<file path="config.mk">
export PLATFORM = sky130hd
export DESIGN_NAME = czs_cell
export DESIGN_NICKNAME = d
export VERILOG_FILES = /design/src/rtl/core/czs_cell.sv
export SDC_FILE = /design/constraint.sdc
export NUM_CORES = 1
export LEC_CHECK = 0
export ABC_CLOCK_PERIOD_IN_PS = 2300
export BUFFER_PORTS_ARGS = -buffer_cell sky130_fd_sc_hd__buf_2
export CORE_AREA = 2 2 39 41
export CTS_CLUSTER_DIAMETER = 40
export CTS_CLUSTER_SIZE = 20
export DETAILED_ROUTE_END_ITERATION = 8
export DIE_AREA = 0 0 41 43
export PLACE_DENSITY = 0.48
export REMOVE_ABC_BUFFERS = 1
export SKIP_LAST_GASP = 1
export SYNTH_ARGS = -nofsm -noshare
export SYNTH_HDL_FRONTEND = slang
export SYNTH_SLANG_ARGS = --single-unit
</file>
<file path="constraint.sdc">
create_clock -name clk -period 2.3 [get_ports clk]
set_clock_uncertainty 0.2 [all_clocks]
set_input_delay 0.23 -clock clk [delete_from_list [all_inputs] [get_ports clk]]
set_output_delay 0.23 -clock clk [all_outputs]
set_load 0.1 [all_outputs]
</file>
<file path="src/rtl/core/czs_cell.sv">
// ----------------------------------------------------------------------------
// czs_cell: elastic register cell of the pipeline chain
// Holds one word and hands it to its neighbor; takes a new word whenever
// it is empty or its word leaves in the same cycle.
// ----------------------------------------------------------------------------
module czs_cell #(
	parameter int WIDTH = 8
) (
	input  logic             clk,
	input  logic             arst_n,
	input  logic             in_valid,
	output logic             in_ready,
	input  logic [WIDTH-1:0] in_data,
	output logic             out_valid,
	input  logic             out_ready,
	output logic [WIDTH-1:0] out_data
);

	logic             valid_q;
	logic [WIDTH-1:0] data_q;

	assign in_ready  = !valid_q || out_ready;
	assign out_valid = valid_q;
	assign out_data  = data_q;

	// Occupancy flag.
	always_ff @(posedge clk or negedge arst_n) begin
		if (!arst_n) begin
			valid_q <= 1'b0;
		end else if (in_ready) begin
			valid_q <= in_valid;
		end
	end

	// Word register.
	always_ff @(posedge clk) begin
		if (in_ready && in_valid) begin
			data_q <= in_data;
		end
	end

endmodule

</file>
==> results of run 1 <==
[area by class of cell]
cell class              count  area, um^2
clock buffers               4       26.28
flip-flops and latches      9       265.3
multi-input cells           3       28.78
well taps                  16       20.02
repair buffers             31       205.2
fillers                   144       838.3
[final timing paths]
kind / from / end / slack [ns] / depth (start not counted)
worst max-delay path: out_valid / in_ready / 0.72 / 2
worst min-delay path: out_ready / out_valid / 0.05 / 3
worst max register to register: out_valid / out_data[2] / 1.13 / 2
worst min register to register: out_valid / out_valid / 0.34 / 2
max in group asynchronous: arst_n / out_valid / 1.73 / 2
min in group asynchronous: arst_n / out_valid / 0.08 / 2
[cells in the mapped netlist]
master / n / area [um^2]
and2_4: 1 / 8.760
dfrtp_1: 1 / 25.02
edfxtp_1: 8 / 240.2
nand2b_1: 1 / 6.260
nand2b_4: 1 / 13.76
[timing repair]
action,4_1_cts,5_1_grt
hold buffers,10,0
hold endpoints to repair,10,0
resized for setup,0,0
[per-stage QoR]
| step | setup slack [ns] | total power [mW] |
|---|---|---|
| floorplan | 0.2322 | 0.2759 |
| detailed placement | 0.9894 | 0.2957 |
| global route | 0.6619 | 0.4437 |
| finish | 0.7205 | 0.4178 |
| global placement | 0.9925 | 0.2942 |
| CTS | 0.7017 | 0.4282 |
[state kept, by name (all words and copies together) (netlist names)]
register / count
out_data: 8
out_valid: 1
[layer usage]
metal  share of wire [%]  GRT usage, %  routed length [um]  up-vias
met5                   0             0                   0        -
met4                 1.3         6.000                   8        0
met3                  13         6.806                  83        2
met2                  44         12.19                 276       20
met1                  41         7.744                 260      100
li1                    -             -                   -      115
[kinds of logic (layout without fill, tap and decap cells)]
group	count (synthesis)	count (layout)	share of synthesized area, %
DFF	9	9	90.21
and+or+nand+nor	3	3	9.788
buffers and inverters	0	35	0
[worst register-to-register path: stages, from the launching register on]
cell	delay [ns]
dfrtp_1	0.40
nand2b_4	0.08
and2_4	0.20
[power by group]
group | leakage [nW] | switching, mW | internal [mW]
registers | 0.0869 | 0.00292 | 0.189
clock network | 0.0150 | 0.0470 | 0.0663
logic | 0.139 | 0.0851 | 0.0276
==> results.toml, run 1 <==
[placed_design]
gp_congestion = 0.5886
dp_hpwl_um = 462.3
placedCellCount = 49
port_buffers = 21
placed_area_um2 = 419.2

[setup_path]
cp.arrival_ns = 1.15
worst-path-buf-inv = 1
startpoint_type = "register"
max_stage_delay_ns = 0.42
cp.required_ns = 1.87
slowest_stage = "buf_2"
critPathCaptureType = "output pin"
path_cells = "nand2b_4 > buf_2"
critPathKind = "reg2out"
critPathTopFamily = "buffers and inverters"
critPathMaxFanout = 3

[final_layout]
antenna_cells = 0
utilization_pct = 39.42
final_cells = 63
final_common_cell = "buf_2"
synthToLayoutAreaGrowth_pct = 85.53
mostFrequentLayoutCells = "buf_2, dlygate4sd3_1, edfxtp_1"
fin_area_um2 = 545.5
layout.nets = 60
drive_gt1_share_pct = 55.32

[sta]
rsz0062_at_grt = "false"
fmax_mhz = 633.1
finalSetupViolations = 0
min_period_ns = 1.580
fin_tns_setup_ns = 0
fin_crit_sh_pct = 68.67
worstMarginPinSlew_ns = 0.4872
finalHoldViolCount = 0
relSlewSlack_pct = 67.74
holdWs_ns = 0.05116
drv_slew = 0

[grt]
grt_pass1_wl_um = 945
grtUsageTotal_pct = 8.554
gr-total-overflow = 0
first_global_vias = 257
antenna_found_initial = 0
grt_max_degree = 9

[routing]
totalWireLength_um = 628
drtIter0Drc = 2
via_count = 237
post-route-drc-count = 0
drt_pass1_iterations = 2
routedWlPerCell_um = 9.968
viasPerCell = 3.762
ant_nets = 0

[clock_network]
clkLatencyLatePin_ns = 0.25
cts_max_path_buffers = 2
numClockSinks = 9
postCtsSetupRepairBufs = 0
htreeDepth = 1
cts-buffers-inserted = 3
clk_pin_slew_worst_paths_ns = 0.06
root_buffer = "clkbuf_4"
cts_tree = "done"

[synth]
synth_cell_types = 5
synth-seq-cells = 9
synth_area_per_cell_um2 = 24.50
ys_seq_area_share_pct = 90.21
syn_inst = 12
ys_warn_count = 0
netlist_area_um2 = 294.0

[die]
die_h_um = 43
rows = 14
dieArea_mm2 = 0.001763
start_util_pct = 21.25
coreArea_mm2 = 0.001384
pin_count = 22
die_x_um = 41

[outcome]
status = "complete, no violations"

[job]
max-cap-violations = 0

[power]
ir_drop_mv = 0.3131
p_leak_nw = 0.2412
power_density_mw_per_mm2 = 765.9

[min_path]
min_path_type = "in2reg"
Power figures use the tool's default switching activity.
==> inputs of run 2 (changes only) <==
--- a/config.mk
+++ b/config.mk
@@ -5,7 +5,8 @@
 export SDC_FILE = /design/constraint.sdc
 export NUM_CORES = 1
 export LEC_CHECK = 0
-export ABC_CLOCK_PERIOD_IN_PS = 2300
+export ABC_AREA = 1
+export ABC_CLOCK_PERIOD_IN_PS = 1500
 export BUFFER_PORTS_ARGS = -buffer_cell sky130_fd_sc_hd__buf_2
 export CORE_AREA = 2 2 39 41
 export CTS_CLUSTER_DIAMETER = 40
==> constraint.sdc (replaced) <==
create_clock -name clk -period 1.5 [get_ports clk]
set_clock_uncertainty 0.2 [all_clocks]
set_input_delay 0.15 -clock clk [delete_from_list [all_inputs] [get_ports clk]]
set_output_delay 0.15 -clock clk [all_outputs]
set_load 0.1 [all_outputs]
==> run 2 against run 1 <==
Compared with the run above: largest cell class unchanged; non-clock buffer count up 2; critical path depth fell by 1; global-route usage fell by 1.4 points; clock-buffer cell count unchanged.
==> results.toml, run 2 <==
[outcome]
status = "complete, no violations"

[sta]
relSlewSlack_pct = 67.28
min_period_ns = 1.393
finalHoldViolCount = 0
holdWs_ns = 0.01966
drv_slew = 0
rsz0062_at_grt = "false"
finalSetupViolations = 0
worstMarginPinSlew_ns = 0.4942
fin_crit_sh_pct = 92.87
fmax_mhz = 717.8
fin_tns_setup_ns = 0

[placed_design]
port_buffers = 21
gp_congestion = 0.6228
dp_hpwl_um = 501.6

[final_layout]
synthToLayoutAreaGrowth_pct = 99.56
mostFrequentLayoutCells = "buf_2, dlygate4sd3_1, edfxtp_1"
largest_reg_flops = 8
final_common_cell = "buf_2"
drive_gt1_share_pct = 49.02
fill_cells = 134
layout.nets = 64
utilization_pct = 41.14
antenna_cells = 0

[clock_network]
cts_resized = 0
root_buffer = "clkbuf_4"
cts_max_path_buffers = 2
postCtsSetupRepairBufs = 0
clkLatencyLatePin_ns = 0.24
htreeDepth = 1
cts_hold_buffers = 11
cts_tree = "done"
cts-buffers-inserted = 3
numClockSinks = 9
clk_pin_slew_worst_paths_ns = 0.05

[die]
die_h_um = 43
coreArea_mm2 = 0.001384
die_x_um = 41
rows = 14
start_util_pct = 20.61
pin_count = 22
dieArea_mm2 = 0.001763

[power]
power_density_mw_per_mm2 = 1138
p_leak_nw = 0.2587
ir_drop_mv = 0.4674

[routing]
post-route-drc-count = 0
totalWireLength_um = 653
routedWlPerCell_um = 9.746
viasPerCell = 3.672
ant_nets = 0
via_count = 246
drt_pass1_iterations = 4
drtIter0Drc = 4

[setup_path]
path_cells = "buf_2"
cp.required_ns = 1.15
critPathCaptureType = "output pin"
r2r_end = "out_data[2]"
max_stage_delay_ns = 0.43
critPathKind = "reg2out"
ff2ff_setup_slack_ns = 0.30
startpoint_type = "register"
reg2reg_depth = 2
cp.arrival_ns = 1.04
rr_startpoint = "out_valid"
critPathMaxFanout = 3
critPathTopFamily = "buffers and inverters"
worst-path-buf-inv = 1
slowest_stage = "buf_2"

[synth]
ys_warn_count = 0
synth_edf_count = 8
synth-async-reset-ratio_pct = 11.11
synth_top_flop_cell = "edfxtp_1"
netlist_area_um2 = 285.3
syn_inst = 14
yosysTopAreaCell = "edfxtp_1"
synth-seq-cells = 9
synth.area.top_cells = "edfxtp_1, dfrtp_1, inv_1"
synth_area_per_cell_um2 = 20.38
synth_top_area_share_pct = 84.21
synth_cell_types = 5
ys_seq_area_share_pct = 92.98
ys_top_cells_by_count = "edfxtp_1, inv_1, nand2_1"
yosysMostFrequentCell = "edfxtp_1"

[min_path]
whs_path_depth = 4
min_path_type = "in2reg"
hold_end = "out_valid"
hp-start = "out_ready"

[grt]
antenna_found_initial = 0
grt_max_degree = 9
first_global_vias = 230
gr-total-overflow = 0
grtUsageTotal_pct = 7.136
grt_pass1_wl_um = 821

[job]
max-cap-violations = 0
-- run 2: cell families after synthesis --
kind of cell | synth area share [%]
compound gates | 1.753
buf+inv | 2.633
flops | 92.98
simple gates | 2.633
-- run 2: metal layers --
layer	global-route usage, %	vias up	routed length, um	part of all wire [%]
met5	0	-	0	0
met2	10.94	22	249	38
met1	8.784	100	319	49
met4	4.000	0	0	0
li1	-	124	-	-
met3	1.571	0	85	13
-- run 2: layout make-up --
class / count / area (um^2) / area share, %
repair buffers: 33 / 237.7 / 41.76
flip-flops and latches: 9 / 265.3 / 46.59
well taps: 16 / 20.02 / 3.516
inverters: 2 / 7.507 / 1.319
multi-input cells: 3 / 12.51 / 2.198
clock buffers: 4 / 26.28 / 4.615
-- run 2: through the flow --
step	instances	cell area, um^2	power [mW]	worst slack, ns
floorplan	14	285.3	0.4191	-0.7123
global placement	52	432.9	0.4575	0.3188
detailed placement	52	432.9	0.4595	0.3075
CTS	67	569.3	0.6605	0.09086
global route	67	569.3	0.6768	0.07340
finish	67	569.3	0.6476	0.1069
-- run 2: report_power, final --
part	leakage, nW	internal (mW)	switching [mW]
clock	0.0150	0.102	0.0710
sequential	0.0869	0.290	0.00421
combinational	0.157	0.0479	0.133
total	0.259	0.439	0.208
-- run 2: worst max-delay path by stage --
stage,start,endpoint,cells past startpoint
after floorplan,out_valid,out_valid,2
after global placement,out_valid,out_data[3],2
after detailed placement,out_valid,out_data[4],2
after CTS,out_valid,out_valid,1
after global routing,out_valid,out_valid,1
final,out_valid,out_valid,1
